===== config.mk =====
export PLATFORM = sky130hd
export DESIGN_NAME = multi_slot_timeout_engine
export DESIGN_NICKNAME = d
export VERILOG_FILES = /design/src/hdl/mste_pkg.sv /design/src/hdl/mste_ram.sv /design/src/hdl/mste_datapath.sv /design/src/hdl/mste_ctrl.sv /design/src/hdl/multi_slot_timeout_engine.sv
export SDC_FILE = /design/constraint.sdc
export NUM_CORES = 2
export LEC_CHECK = 0
export ABC_AREA = 1
export CELL_PAD_IN_SITES_DETAIL_PLACEMENT = 1
export CELL_PAD_IN_SITES_GLOBAL_PLACEMENT = 1
export CORE_MARGIN = 3
export CORE_UTILIZATION = 47
export DETAILED_ROUTE_END_ITERATION = 12
export DONT_BUFFER_PORTS = 1
export PLACE_DENSITY_LB_ADDON = 0.08
export SLEW_MARGIN = 20
export SYNTH_ARGS = -nofsm -noshare
export SYNTH_HDL_FRONTEND = slang
export SYNTH_SLANG_ARGS = --single-unit

===== constraint.sdc =====
create_clock -name clk_i -period 8.3 [get_ports clk_i]
set_input_delay 1.66 -clock clk_i [delete_from_list [all_inputs] [get_ports clk_i]]
set_output_delay 1.66 -clock clk_i [all_outputs]
set_load 0.01 [all_outputs]

===== src/hdl/mste_pkg.sv =====
// mste_pkg: shared types and constants for the multi-slot timeout engine
// holds payload structs, status and operation codes, controller command/status structs
// no dependencies
`default_nettype none

package mste_pkg;

  // default number of timeout slots
  localparam int unsigned SLOTS_DEFAULT = 32;

  // configuration port
  localparam int unsigned PADDR_W   = 3;
  localparam int unsigned PDATA_W   = 32;
  localparam int unsigned INTERVAL_W = 16;
  localparam logic [PADDR_W-1:0] ADDR_CHECK_INTERVAL = 3'd0;
  localparam logic [INTERVAL_W-1:0] INTERVAL_RESET = 16'd5;

  // operation codes
  typedef enum logic [1:0] {
    OP_START   = 2'd0,
    OP_STOP    = 2'd1,
    OP_RESTART = 2'd2,
    OP_TICK    = 2'd3
  } op_e;

  // result status codes
  typedef enum logic [2:0] {
    ST_STARTED   = 3'd0,
    ST_REJECTED  = 3'd1,
    ST_NO_SLOT   = 3'd2,
    ST_DONE      = 3'd3,
    ST_NOT_FOUND = 3'd4,
    ST_EXPIRED   = 3'd5,
    ST_SKIPPED   = 3'd6,
    ST_NO_EXPIRY = 3'd7
  } status_e;

  // input item
  typedef struct packed {
    op_e         operation;
    logic [31:0] now_ms;
    logic [31:0] limit_ms;
    logic [31:0] match_id;
  } in_item_t;

  // result item
  typedef struct packed {
    status_e     status;
    logic [31:0] result_id;
    logic        last;
  } out_item_t;

  // one slot entry in the slot memory
  typedef struct packed {
    logic [31:0] id;
    logic [31:0] timeout;
    logic [31:0] start;
  } slot_entry_t;

  // source of the result id
  typedef enum logic [1:0] {
    SEL_ZERO    = 2'd0,
    SEL_NEXT_ID = 2'd1,
    SEL_PEND    = 2'd2
  } id_sel_e;

  // controller states
  typedef enum logic [2:0] {
    S_IDLE,
    S_DECODE,
    S_START_SCAN,
    S_FIND_SCAN,
    S_TICK_SCAN,
    S_TICK_END,
    S_RESPOND
  } state_e;

  // controller to datapath
  typedef struct packed {
    logic    ready;
    logic    idx_clr;
    logic    idx_inc;
    logic    start_write;
    logic    restart_write;
    logic    release_slot;
    logic    scan_upd;
    logic    pend_set;
    logic    pend_clr;
    logic    out_load;
    status_e out_status;
    id_sel_e out_sel;
    logic    out_last;
  } cmd_t;

  // datapath to controller
  typedef struct packed {
    op_e  op;
    logic tmo_zero;
    logic too_soon;
    logic at_end;
    logic cur_free;
    logic id_match;
    logic expired;
    logic pend_valid;
    logic can_emit;
  } sts_t;

endpackage

`default_nettype wire


===== src/hdl/mste_ram.sv =====
// mste_ram: generic single write port, single read port ram with registered read
// no dependencies
`default_nettype none

module mste_ram #(
  parameter int unsigned WIDTH = 8,
  parameter int unsigned DEPTH = 2,
  localparam int unsigned AW = (DEPTH > 1) ? $clog2(DEPTH) : 1
) (
  input  wire logic             clk_i,
  input  wire logic             we_i,
  input  wire logic [AW-1:0]    waddr_i,
  input  wire logic [WIDTH-1:0] wdata_i,
  input  wire logic [AW-1:0]    raddr_i,
  output logic      [WIDTH-1:0] rdata_o
);

  logic [WIDTH-1:0] mem_q [DEPTH];
  logic [WIDTH-1:0] rdata_q;

  // write port
  always_ff @(posedge clk_i) begin
    if (we_i) begin
      mem_q[waddr_i] <= wdata_i;
    end
  end

  // registered read port
  always_ff @(posedge clk_i) begin
    rdata_q <= mem_q[raddr_i];
  end

  assign rdata_o = rdata_q;

endmodule

`default_nettype wire


===== src/hdl/mste_datapath.sv =====
// mste_datapath: item register, slot valid bits, slot memory, id counter, scan time,
// pending expiry and output register; apb configuration register
// depends on mste_pkg and mste_ram
`default_nettype none

module mste_datapath #(
  parameter int unsigned SLOTS = mste_pkg::SLOTS_DEFAULT
) (
  input  wire logic                              clk_i,
  input  wire logic                              rst_ni,
  input  wire logic                              in_valid_i,
  input  wire mste_pkg::in_item_t                in_data_i,
  input  wire mste_pkg::cmd_t                    cmd_i,
  output mste_pkg::sts_t                         sts_o,
  input  wire logic                              out_stall_i,
  output logic                                   out_valid_o,
  output mste_pkg::out_item_t                    out_data_o,
  input  wire logic                              psel,
  input  wire logic                              penable,
  input  wire logic                              pwrite,
  input  wire logic [mste_pkg::PADDR_W-1:0]      paddr,
  input  wire logic [mste_pkg::PDATA_W-1:0]      pwdata,
  output logic      [mste_pkg::PDATA_W-1:0]      prdata,
  output logic                                   pready
);

  import mste_pkg::*;

  localparam int unsigned IDX_W = (SLOTS > 1) ? $clog2(SLOTS) : 1;
  localparam int unsigned CNT_W = $clog2(SLOTS + 1);
  localparam int unsigned VW    = 1 << IDX_W;

  in_item_t            item_q;
  logic [INTERVAL_W-1:0] interval_q;
  logic [CNT_W-1:0]    idx_q, idx_d, idx_nxt;
  logic [IDX_W-1:0]    cur_idx, rd_addr;
  logic [VW-1:0]       valid_q, valid_d;
  logic [31:0]         next_id_q, next_id_d, next_id_inc;
  logic [31:0]         last_scan_q;
  logic [31:0]         pend_id_q;
  logic                pend_valid_q;
  logic                out_valid_q;
  out_item_t           out_q;
  logic [31:0]         out_id;
  logic [31:0]         interval_ext, eff_tmo, elapsed, since_scan;
  logic                valid_cur, at_end, can_emit, accept, cfg_wr;
  logic                ram_we;
  slot_entry_t         ram_wdata, ram_rdata;
  logic [$bits(slot_entry_t)-1:0] ram_rdata_raw;

  // apb configuration register
  assign pready = 1'b1;
  assign cfg_wr = psel && penable && pwrite && (paddr == ADDR_CHECK_INTERVAL);
  assign prdata = (paddr == ADDR_CHECK_INTERVAL) ?
                  {{(PDATA_W-INTERVAL_W){1'b0}}, interval_q} : '0;

  always_ff @(posedge clk_i or negedge rst_ni) begin
    if (!rst_ni) begin
      interval_q <= INTERVAL_RESET;
    end else if (cfg_wr) begin
      interval_q <= pwdata[INTERVAL_W-1:0];
    end
  end

  // input item register
  assign accept = in_valid_i && cmd_i.ready;

  always_ff @(posedge clk_i) begin
    if (accept) begin
      item_q <= in_data_i;
    end
  end

  // slot index counter and memory read address
  assign idx_nxt = idx_q + CNT_W'(1);
  assign cur_idx = idx_q[IDX_W-1:0];
  assign at_end  = (idx_q == CNT_W'(SLOTS));

  always_comb begin
    idx_d   = idx_q;
    rd_addr = cur_idx;
    if (cmd_i.idx_clr) begin
      idx_d   = '0;
      rd_addr = '0;
    end else if (cmd_i.idx_inc) begin
      idx_d   = idx_nxt;
      rd_addr = idx_nxt[IDX_W-1:0];
    end
  end

  always_ff @(posedge clk_i or negedge rst_ni) begin
    if (!rst_ni) begin
      idx_q <= '0;
    end else begin
      idx_q <= idx_d;
    end
  end

  // slot valid bits
  always_comb begin
    valid_d = valid_q;
    if (cmd_i.start_write) begin
      valid_d[cur_idx] = 1'b1;
    end
    if (cmd_i.release_slot) begin
      valid_d[cur_idx] = 1'b0;
    end
  end

  always_ff @(posedge clk_i or negedge rst_ni) begin
    if (!rst_ni) begin
      valid_q <= '0;
    end else begin
      valid_q <= valid_d;
    end
  end

  assign valid_cur = !at_end && valid_q[cur_idx];

  // slot memory write data
  assign interval_ext = {{(32-INTERVAL_W){1'b0}}, interval_q};
  assign eff_tmo      = (item_q.limit_ms < interval_ext) ? interval_ext : item_q.limit_ms;

  always_comb begin
    ram_wdata = ram_rdata;
    if (cmd_i.start_write) begin
      ram_wdata.id      = next_id_q;
      ram_wdata.timeout = eff_tmo;
    end
    ram_wdata.start = item_q.now_ms;
  end

  assign ram_we = cmd_i.start_write || cmd_i.restart_write;

  mste_ram #(
    .WIDTH ($bits(slot_entry_t)),
    .DEPTH (VW)
  ) u_slot_ram (
    .clk_i   (clk_i),
    .we_i    (ram_we),
    .waddr_i (cur_idx),
    .wdata_i (ram_wdata),
    .raddr_i (rd_addr),
    .rdata_o (ram_rdata_raw)
  );

  assign ram_rdata = slot_entry_t'(ram_rdata_raw);

  // id counter, wraps past zero to one
  assign next_id_inc = next_id_q + 32'd1;

  always_comb begin
    next_id_d = next_id_q;
    if (cmd_i.start_write) begin
      next_id_d = (next_id_inc == 32'd0) ? 32'd1 : next_id_inc;
    end
  end

  always_ff @(posedge clk_i or negedge rst_ni) begin
    if (!rst_ni) begin
      next_id_q   <= 32'd1;
      last_scan_q <= '0;
    end else begin
      next_id_q <= next_id_d;
      if (cmd_i.scan_upd) begin
        last_scan_q <= item_q.now_ms;
      end
    end
  end

  // pending expired id, held until the next one shows whether it is the last
  always_ff @(posedge clk_i or negedge rst_ni) begin
    if (!rst_ni) begin
      pend_valid_q <= 1'b0;
    end else if (cmd_i.pend_set) begin
      pend_valid_q <= 1'b1;
    end else if (cmd_i.pend_clr) begin
      pend_valid_q <= 1'b0;
    end
  end

  always_ff @(posedge clk_i) begin
    if (cmd_i.pend_set) begin
      pend_id_q <= ram_rdata.id;
    end
  end

  // output register
  assign can_emit = !out_valid_q || !out_stall_i;

  always_comb begin
    case (cmd_i.out_sel)
      SEL_NEXT_ID: out_id = next_id_q;
      SEL_PEND:    out_id = pend_id_q;
      default:     out_id = '0;
    endcase
  end

  always_ff @(posedge clk_i or negedge rst_ni) begin
    if (!rst_ni) begin
      out_valid_q <= 1'b0;
    end else if (cmd_i.out_load) begin
      out_valid_q <= 1'b1;
    end else if (!out_stall_i) begin
      out_valid_q <= 1'b0;
    end
  end

  always_ff @(posedge clk_i) begin
    if (cmd_i.out_load) begin
      out_q.status    <= cmd_i.out_status;
      out_q.result_id <= out_id;
      out_q.last      <= cmd_i.out_last;
    end
  end

  assign out_valid_o = out_valid_q;
  assign out_data_o  = out_q;

  // status toward the controller
  assign elapsed    = item_q.now_ms - ram_rdata.start;
  assign since_scan = item_q.now_ms - last_scan_q;

  always_comb begin
    sts_o.op         = item_q.operation;
    sts_o.tmo_zero   = (item_q.limit_ms == 32'd0);
    sts_o.too_soon   = (since_scan < interval_ext);
    sts_o.at_end     = at_end;
    sts_o.cur_free   = !at_end && !valid_q[cur_idx];
    sts_o.id_match   = valid_cur && (item_q.match_id != 32'd0) &&
                       (ram_rdata.id == item_q.match_id);
    sts_o.expired    = valid_cur && (elapsed >= ram_rdata.timeout);
    sts_o.pend_valid = pend_valid_q;
    sts_o.can_emit   = can_emit;
  end

endmodule

`default_nettype wire


===== src/hdl/mste_ctrl.sv =====
// mste_ctrl: sequencer for start, stop, restart and tick scan
// depends on mste_pkg
`default_nettype none

module mste_ctrl (
  input  wire logic           clk_i,
  input  wire logic           rst_ni,
  input  wire logic           in_valid_i,
  input  wire mste_pkg::sts_t sts_i,
  output mste_pkg::cmd_t      cmd_o
);

  import mste_pkg::*;

  state_e  state_q, state_d;
  status_e resp_q, resp_d;

  always_ff @(posedge clk_i or negedge rst_ni) begin
    if (!rst_ni) begin
      state_q <= S_IDLE;
      resp_q  <= ST_DONE;
    end else begin
      state_q <= state_d;
      resp_q  <= resp_d;
    end
  end

  // next state
  always_comb begin
    state_d = state_q;
    resp_d  = resp_q;
    case (state_q)
      S_IDLE: begin
        if (in_valid_i) begin
          state_d = S_DECODE;
        end
      end
      S_DECODE: begin
        case (sts_i.op)
          OP_START: begin
            if (sts_i.tmo_zero) begin
              resp_d  = ST_REJECTED;
              state_d = S_RESPOND;
            end else begin
              state_d = S_START_SCAN;
            end
          end
          OP_STOP, OP_RESTART: state_d = S_FIND_SCAN;
          default: begin
            if (sts_i.too_soon) begin
              resp_d  = ST_SKIPPED;
              state_d = S_RESPOND;
            end else begin
              state_d = S_TICK_SCAN;
            end
          end
        endcase
      end
      S_START_SCAN: begin
        if (sts_i.at_end) begin
          resp_d  = ST_NO_SLOT;
          state_d = S_RESPOND;
        end else if (sts_i.cur_free && sts_i.can_emit) begin
          state_d = S_IDLE;
        end
      end
      S_FIND_SCAN: begin
        if (sts_i.at_end) begin
          resp_d  = ST_NOT_FOUND;
          state_d = S_RESPOND;
        end else if (sts_i.id_match) begin
          resp_d  = ST_DONE;
          state_d = S_RESPOND;
        end
      end
      S_TICK_SCAN: begin
        if (sts_i.at_end) begin
          state_d = S_TICK_END;
        end
      end
      S_TICK_END, S_RESPOND: begin
        if (sts_i.can_emit) begin
          state_d = S_IDLE;
        end
      end
      default: state_d = S_IDLE;
    endcase
  end

  // command outputs
  always_comb begin
    cmd_o            = '0;
    cmd_o.out_status = ST_DONE;
    cmd_o.out_sel    = SEL_ZERO;
    case (state_q)
      S_IDLE: begin
        cmd_o.ready   = 1'b1;
        cmd_o.idx_clr = 1'b1;
      end
      S_DECODE: begin
        cmd_o.idx_clr  = 1'b1;
        cmd_o.scan_upd = (sts_i.op == OP_TICK) && !sts_i.too_soon;
      end
      S_START_SCAN: begin
        if (!sts_i.at_end) begin
          if (!sts_i.cur_free) begin
            cmd_o.idx_inc = 1'b1;
          end else if (sts_i.can_emit) begin
            cmd_o.start_write = 1'b1;
            cmd_o.out_load    = 1'b1;
            cmd_o.out_status  = ST_STARTED;
            cmd_o.out_sel     = SEL_NEXT_ID;
            cmd_o.out_last    = 1'b1;
          end
        end
      end
      S_FIND_SCAN: begin
        if (!sts_i.at_end) begin
          if (sts_i.id_match) begin
            cmd_o.release_slot  = (sts_i.op == OP_STOP);
            cmd_o.restart_write = (sts_i.op == OP_RESTART);
          end else begin
            cmd_o.idx_inc = 1'b1;
          end
        end
      end
      S_TICK_SCAN: begin
        if (!sts_i.at_end) begin
          if (!sts_i.expired) begin
            cmd_o.idx_inc = 1'b1;
          end else if (!sts_i.pend_valid) begin
            cmd_o.pend_set     = 1'b1;
            cmd_o.release_slot = 1'b1;
            cmd_o.idx_inc      = 1'b1;
          end else if (sts_i.can_emit) begin
            // push out the previous expiry, it is not the last one
            cmd_o.out_load     = 1'b1;
            cmd_o.out_status   = ST_EXPIRED;
            cmd_o.out_sel      = SEL_PEND;
            cmd_o.pend_set     = 1'b1;
            cmd_o.release_slot = 1'b1;
            cmd_o.idx_inc      = 1'b1;
          end
        end
      end
      S_TICK_END: begin
        if (sts_i.can_emit) begin
          cmd_o.out_load = 1'b1;
          cmd_o.out_last = 1'b1;
          cmd_o.pend_clr = 1'b1;
          if (sts_i.pend_valid) begin
            cmd_o.out_status = ST_EXPIRED;
            cmd_o.out_sel    = SEL_PEND;
          end else begin
            cmd_o.out_status = ST_NO_EXPIRY;
          end
        end
      end
      S_RESPOND: begin
        if (sts_i.can_emit) begin
          cmd_o.out_load   = 1'b1;
          cmd_o.out_status = resp_q;
          cmd_o.out_last   = 1'b1;
        end
      end
      default: begin
        cmd_o.idx_clr = 1'b1;
      end
    endcase
  end

endmodule

`default_nettype wire


===== src/hdl/multi_slot_timeout_engine.sv =====
// multi_slot_timeout_engine: top level of the one-shot timeout slot table
// depends on mste_pkg, mste_ctrl, mste_datapath and mste_ram
//
// Usage:
//   Input channel (in_valid_i / in_stall_o / in_data_i) carries one operation
//   with the current millisecond time: start, stop, restart or tick scan.
//   Output channel (out_valid_o / out_stall_i / out_data_o) returns results;
//   every item gives one result, a scanning tick one per expired slot or one
//   no-expiry result, and the final result of an item has last set.
//   The apb port holds check_interval_ms at address 0.
//   One item is in work at a time. Start, stop and restart walk the slots one
//   per cycle through the single read port of the slot memory, and a tick that
//   scans walks every slot.
//   A finished result waits in the output register while the next item is
//   taken; while the receiver stalls and another result is due, the walk
//   pauses at the current slot.
//   Reset clears all slot valid bits at once, sets the next id to one, the
//   last scan time to zero and the interval to 5; no clearing pass is needed.
`default_nettype none

module multi_slot_timeout_engine #(
  parameter int unsigned SLOTS = mste_pkg::SLOTS_DEFAULT
) (
  input  wire logic                         clk_i,
  input  wire logic                         rst_ni,
  input  wire logic                         in_valid_i,
  output logic                              in_stall_o,
  input  wire mste_pkg::in_item_t           in_data_i,
  output logic                              out_valid_o,
  input  wire logic                         out_stall_i,
  output mste_pkg::out_item_t               out_data_o,
  input  wire logic                         psel,
  input  wire logic                         penable,
  input  wire logic                         pwrite,
  input  wire logic [mste_pkg::PADDR_W-1:0] paddr,
  input  wire logic [mste_pkg::PDATA_W-1:0] pwdata,
  output logic      [mste_pkg::PDATA_W-1:0] prdata,
  output logic                              pready
);

  import mste_pkg::*;

  cmd_t cmd;
  sts_t sts;

  // sequencer
  mste_ctrl u_ctrl (
    .clk_i      (clk_i),
    .rst_ni     (rst_ni),
    .in_valid_i (in_valid_i),
    .sts_i      (sts),
    .cmd_o      (cmd)
  );

  // slot table and result path
  mste_datapath #(
    .SLOTS (SLOTS)
  ) u_datapath (
    .clk_i       (clk_i),
    .rst_ni      (rst_ni),
    .in_valid_i  (in_valid_i),
    .in_data_i   (in_data_i),
    .cmd_i       (cmd),
    .sts_o       (sts),
    .out_stall_i (out_stall_i),
    .out_valid_o (out_valid_o),
    .out_data_o  (out_data_o),
    .psel        (psel),
    .penable     (penable),
    .pwrite      (pwrite),
    .paddr       (paddr),
    .pwdata      (pwdata),
    .prdata      (prdata),
    .pready      (pready)
  );

  assign in_stall_o = !cmd.ready;

endmodule

`default_nettype wire


# Word-level counts from Yosys, hierarchy flattened
# Memory sizes are Yosys's and may differ from the RTL's. A register that Yosys moved wholly into a read port is not among the register bits.
# Cells that the tools add are included.
dict set report totals {
  output_inout_bits 71
  ram_bits 3072
  input_bits 140
  memories 1
  elab_cells 161
  register_bits 292
}
dict set report op_classes {
  n_addsub 4
  order_cmp 5
  eq_ne 24
  n_mux 74
  n_bitwise 3
  reduce_logical 33
}
# memory depth width read_ports rd_clocked_by_memory_dff write_ports line_no
set memory_table {}
lappend memory_table {u_datapath.u_slot_ram.mem_q 32 96 1 1 1 mste_ram.sv:18} ;# logic [WIDTH-1:0] mem_q [DEPTH];
# operator n
set op_table {}
lappend op_table {{$mux 32} 4}
lappend op_table {{$logic_not 32->1} 2}
lappend op_table {{$lt 32x16->1} 2}
lappend op_table {{$mux 64} 1}
lappend op_table {{$pmux 32 s2} 1}
lappend op_table {{$sub 32x32->32} 2}
lappend op_table {{$mux 3} 13}
lappend op_table {{$mux 6} 6}
lappend op_table {{$add 32x1->32 const B} 1}
lappend op_table {{$and 32x32->32} 1}
lappend op_table {{$eq 32x32->1} 1}
lappend op_table {{$ge 32x32->1} 1}
lappend op_table {{$not 32->32} 1}
lappend op_table {{$or 32x32->32} 1}
lappend op_table {{$reduce_bool 32->1} 1}
lappend op_table {{$mux 1} 24}
lappend op_table {{$mux 7} 3}
lappend op_table {{$pmux 3 s6} 1}
lappend op_table {{$mux 16} 1}
lappend op_table {{$pmux 4 s4} 1}
lappend op_table {{$logic_and 1x1->1} 12}
lappend op_table {{$mux 2} 6}
lappend op_table {{$pmux 3 s2} 2}
lappend op_table {{$mux 5} 2}
lappend op_table {{other kinds (32)} 53}

# Logic depth before layout (Yosys ltp)
dict set report depth {
  depth_word 11
  ltp_mapped 39
  mapped_depth_nobuf 36
}

# By module
# Synthesis repeated with hierarchy kept, for this count alone.
dict set report unflattened {
  cells_unflattened 12763
  area_unflattened_um2 144944.0
}
# mod seq_area_each_um2 cells_per_inst n_inst area_per_inst_um2
set modules_own_cells {}
lappend modules_own_cells {mste_ram 94170.3 10128 1 124997.4}
lappend modules_own_cells {mste_datapath 7991.4 2497 1 19112.1}
lappend modules_own_cells {mste_ctrl 152.6 137 1 830.8}
lappend modules_own_cells {multi_slot_timeout_engine 0.0 1 1 3.8}

# Worst setup path before layout
# OpenSTA, ideal clock, no wires.
dict set report synth_timing {
  path_kind {input -> register}
  startpoint {in out_stall_i}
  endpoint {mem u_datapath.u_slot_ram.mem_q[1][0] (netlist bit) (enable)}
  path_buffers 1
  required_ps 7631
  setup_ps 669
  path_slack_ps -1471
  cell_stages 8
  arrival_ps 9102
  cell_sequence {nand2_1 nand4_1 nor2_1 inv_2 nand2_1 inv_1 clkbuf_1 nor3_1}
}
dict set report synth_between {
  elab_chain_cells 9
}
# item line_no
set synth_rtl {}
lappend synth_rtl {{start, declared} multi_slot_timeout_engine.sv:30} ;# input wire logic out_stall_i,
lappend synth_rtl {{$logic_not 1->1} mste_datapath.sv:189} ;# assign can_emit = !out_valid_q || !out_stall_i;
lappend synth_rtl {{$logic_or 1x1->1} mste_datapath.sv:189}
lappend synth_rtl {{$mux 1} mste_ctrl.sv:108} ;# end else if (sts_i.can_emit) begin
lappend synth_rtl {{$mux 1} mste_ctrl.sv:106} ;# if (!sts_i.cur_free) begin
lappend synth_rtl {{$mux 2} mste_ctrl.sv:105} ;# if (!sts_i.at_end) begin
lappend synth_rtl {{$mux 1} mste_ctrl.sv:95} ;# case (state_q)
lappend synth_rtl {{$logic_or 1x1->1} mste_datapath.sv:133} ;# assign ram_we = cmd_i.start_write || cmd_i.restart_write;
lappend synth_rtl {{$mux 1} mste_ram.sv:23} ;# if (we_i) begin
lappend synth_rtl {{$mux 1 (implied by the code)} mste_ram.sv:24} ;# mem_q[waddr_i] <= wdata_i;
lappend synth_rtl {{end, declared} mste_ram.sv:18}
# No other way between the ends.

# Worst setup path in the final report
dict set report layout_timing {
  startpoint {reg u_datapath.item_q[68] (netlist bit)}
  endpoint {reg u_datapath.u_slot_ram.rdata_q[47] (netlist: u_datapath.u_slot_ram.rdata_o[47]) (read register of u_datapath.u_slot_ram.mem_q)}
}
dict set report layout_between {
  elab_chain_cells 8
}
# item line_no
set layout_rtl {}
lappend layout_rtl {{start, declared} mste_datapath.sv:33} ;# in_item_t item_q;
lappend layout_rtl {{start signal, assigned} mste_datapath.sv:70} ;# item_q <= in_data_i;
lappend layout_rtl {{$sub 32x32->32} mste_datapath.sv:221} ;# assign elapsed = item_q.now_ms - ram_rdata.start;
lappend layout_rtl {{$ge 32x32->1} mste_datapath.sv:232} ;# sts_o.expired = valid_cur && (elapsed >= ram_rdata.timeout);
lappend layout_rtl {{$logic_and 1x1->1} mste_datapath.sv:232}
lappend layout_rtl {{$mux 1} mste_ctrl.sv:129} ;# if (!sts_i.expired) begin
lappend layout_rtl {{$mux 1} mste_ctrl.sv:128} ;# if (!sts_i.at_end) begin
lappend layout_rtl {{$pmux 1 s3} mste_ctrl.sv:95}
lappend layout_rtl {{$mux 5} mste_datapath.sv:85} ;# end else if (cmd_i.idx_inc) begin
lappend layout_rtl {{$mux 5} mste_datapath.sv:82} ;# if (cmd_i.idx_clr) begin
lappend layout_rtl {{end, declared} mste_ram.sv:19} ;# logic [WIDTH-1:0] rdata_q;
# No other way between the ends.
# A chain may end at the register's enable or synchronous reset.

==> results_dict.tcl <==
set metrics [dict create \
    switching_share_pct 39.5 \
    hp-class "in -> async" \
    p_per_area_mw_per_mm2 395 \
    setup_violations 0 \
    avgSynthCellArea_um2 11.7 \
    drc 0 \
    hold_buffers 0 \
    synth_edf_count 3238 \
    cts_tree "built" \
    cp.required_ns 9.19 \
    drt_iter0_markers 12600 \
    overflow 0 \
    r2r_cells 38 \
    final.period_utilization_pct 94.5 \
    cts_buffer_depth 4 \
    cp_max_fo 58 \
    synth_area_mm2 0.144 \
    viasPerCell 6.25 \
    ys_warn_count 0 \
    p_seq_share_pct 34.6 \
    synthDistinctLibCells 52 \
    start_kind "register" \
    maxSlewViolCount 0 \
    initial_core_util_pct 47.4 \
    max-slew-margin-rel_pct 20.8 \
    fin_crit_ns 7.84 \
    critical-path-slowest-cell "inv_8" \
    synth-async-reset-ratio_pct 3.64 \
    clk-insertion-delay-late_ns 0.96 \
    die_y_um 560 \
    core_area_mm2 0.304 \
    rsz0062_at_grt "false" \
    gp_congestion 0.830 \
    power_switching_uw 25600 \
    grt_max_degree 147 \
    grt_pass1_wl_um 743000 \
    intPower_uw 39300 \
    cts-buffers-inserted 374 \
    htreeDepth 5 \
    ant_nets 0 \
    ys_seq_area_share_pct 71.0 \
    finalNetCount 12600 \
    max_stage_delay_ns 0.58 \
    tightest_slew_ns 1.18 \
    fin_area_mm2 0.164 \
    clk_pin_slew_ns 0.06 \
    via_count 105000 \
    fmax_mhz 127 \
    wl_um 515000 \
    antenna_found_initial 12 \
    io_pins 211 \
    crit_top_cell "nand2_1" \
    syn_inst 12400 \
    hpwl_um 273000 \
    root_buffer "clkbuf_16" \
    status "finished, final reports clean" \
    fin_skew_ns 0.0469 \
    power.share.clock_pct 26.0 \
    drt_pass1_iterations 7 \
    arrival_ns 8.73 \
    drive_above_1_share_pct 9.05 \
    ys_seq_elements 3460 \
    die-width_um 560 \
    hold_viol 0 \
    cap_violations 0 \
    comb_power_share_pct 39.3 \
    synthFlopType "edfxtp_1" \
    fill_cells 30900 \
    wl_per_cell_um 30.8 \
    dieArea_mm2 0.313 \
    p_leak_uw 0.0585 \
    area_growth_syn_to_layout_pct 14.2 \
    portBuffers 0 \
    path_class "reg -> reg" \
    rows 202 \
    grt_pass1_vias 107000 \
    endpoint_kind "register" \
    setup_tns_ns 0 \
    ir_drop_mv 0.279 \
    track_usage_pct 32.0 \
    placed_area_mm2 0.152 \
    cts.sinks 3460 \
]
## power by group through the flow
stage / Clock (uW) / Sequential, uW / Combinational (uW)
2_1_floorplan: 0 / 22800 / 15700
3_3_place_gp: 0 / 22800 / 24200
3_5_place_dp: 0 / 22900 / 25000
4_1_cts: 17100 / 22500 / 25300
5_1_grt: 17800 / 22500 / 28100
6_report: 16900 / 22500 / 25600
## cells by family (layout without fill, tap and decap cells)
family                   count (synthesis)  count (layout)  share of synthesized area [%]
buffers and inverters                 1168            1461                           3.42
XOR/XNOR                               100             100                          0.608
adder cells (fa/ha/maj)                137             137                           1.20
other                                    2              23                        0.00521
AND/OR/NAND/NOR                       7027            7027                           22.0
AO/OA/AOI/OAI                          460             460                           1.69
flip-flops                            3460            3460                           71.0
## final cells by class
type                       instances  area [um^2]  share of cell area [%]
multi-input combinational       7741        37500                    22.8
timing repair buffer             475         6010                    3.66
inverter                         299         1150                   0.701
clock inverter                   169         1790                    1.09
clock buffer                     518        10500                    6.41
sequential                      3460       102000                    62.2
tap                             4080         5100                    3.10
antenna                            6         15.0                 0.00913
## layout by cell type (no fill, tap or decap), drive strengths merged, types with 22 or more instances in the layout
cell type	instances
clkinv	122
nand2	2618
nor3	51
xor2	78
bufinv	31
dfxtp	96
xnor2	22
o21ai	196
dfrtp	121
a21oi	221
edfxtp	3238
ha	135
nand3	4084
nor2	216
buf	475
nand4	35
clkbuf	518
inv	307
## layer usage
layer	global-route usage [%]	up-vias	part of all wire, %
li1	-	44500	-
met1	43.7	54500	41
met2	53.2	4536	48
met3	3.50	1027	7.2
met4	11.6	4	4.1
met5	0	-	0.039
## sequential cells by signal, indices dropped and copies added, names as in the netlist, 16 cells and up
name / flops
u_datapath.valid_q: 32
u_datapath.u_slot_ram.rdata_o: 96
u_datapath.pend_id_q: 32
u_datapath.out_data_o: 36
u_datapath.item_q: 96
u_datapath.u_slot_ram.mem_q: 3072
u_datapath.next_id_q: 32
u_datapath.last_scan_q: 32
u_datapath.interval_q: 16
## synthesized netlist by cell type (3+ instances only)
library cell  count  area, um^2
buf_4            23         173
nor4_1           17         106
o21a_1            7        52.6
nand3b_1          3        22.5
xnor2_1          22         193
o211ai_1          5        37.5
dfxtp_1          96        1920
dfstp_2           5         131
o21ai_0         192         961
a211oi_1          3        22.5
nor2_1          212         796
a31oi_1           3        18.8
o21ai_1           3        15.0
dfrtp_1         121        3030
a21boi_0          4        30.0
edfxtp_1       3238       97200
nand3_1        4083       20400
nand4_1          34         213
a21oi_1         220        1100
nor3_1           51         255
nand2_1        2614        9810
nand2_2           4        25.0
buf_1           108         405
nor2_2            3        18.8
inv_2            11        41.3
buf_2           361        1810
inv_1           287        1080
ha_1            135        1690
xor2_1           78         683
a21o_1            9        67.6
clkbuf_1        377        1420
## path summary, 6_finish.rpt
path	startpoint	end	slack, ns
setup / recovery	u_datapath.item_q[68]$_DFFE_PP_	u_datapath.u_slot_ram.rdata_o[47]$_DFF_P_	0.46
hold / removal	rst_ni	u_datapath.next_id_q[12]$_DFFE_PN0P_	0.42
setup reg to reg	u_datapath.item_q[68]$_DFFE_PP_	u_datapath.u_slot_ram.rdata_o[47]$_DFF_P_	0.46
hold reg to reg	u_ctrl.resp_q[0]$_DFFE_PN1P_	u_ctrl.resp_q[0]$_DFFE_PN1P_	0.48
max in group asynchronous	rst_ni	u_datapath.last_scan_q[16]$_DFFE_PN0P_	7.34
min in group clk_i	u_ctrl.resp_q[0]$_DFFE_PN1P_	u_ctrl.resp_q[0]$_DFFE_PN1P_	0.48
## critical path, delay by kind of cell (launching register included)
kind	cells	cell delay (ns)
AND/OR/NAND/NOR	22	3.06
buffers and inverters	7	1.93
AO/OA/AOI/OAI	6	1.51
adder cells (fa/ha/maj)	2	0.67
flip-flops	1	0.36
XOR/XNOR	1	0.08
## per-stage QoR
stage	hold WS (ns)	cells	worst slack (ns)	power [uW]	util, %
after detailed placement	0.471	16000	0.237	47900	50.0
after global routing	0.382	16700	0.0224	68400	54.1
after floorplan	0.430	12400	-1.47	38500	-
after CTS	0.353	16700	0.0797	64900	54.0
after global placement	0.458	16000	0.304	47100	49.9
final	0.418	16700	0.455	65000	54.1
## timing repair
| action | in CTS | in global routing |
|---|---|---|
| setup buffers | 0 | 6 |
| gates resized for setup | 0 | 6 |
| hold endpoints to repair | 0 | 0 |
| endpoints found under the setup margin | 0 | 96 |
Power figures use the tool's default switching activity.
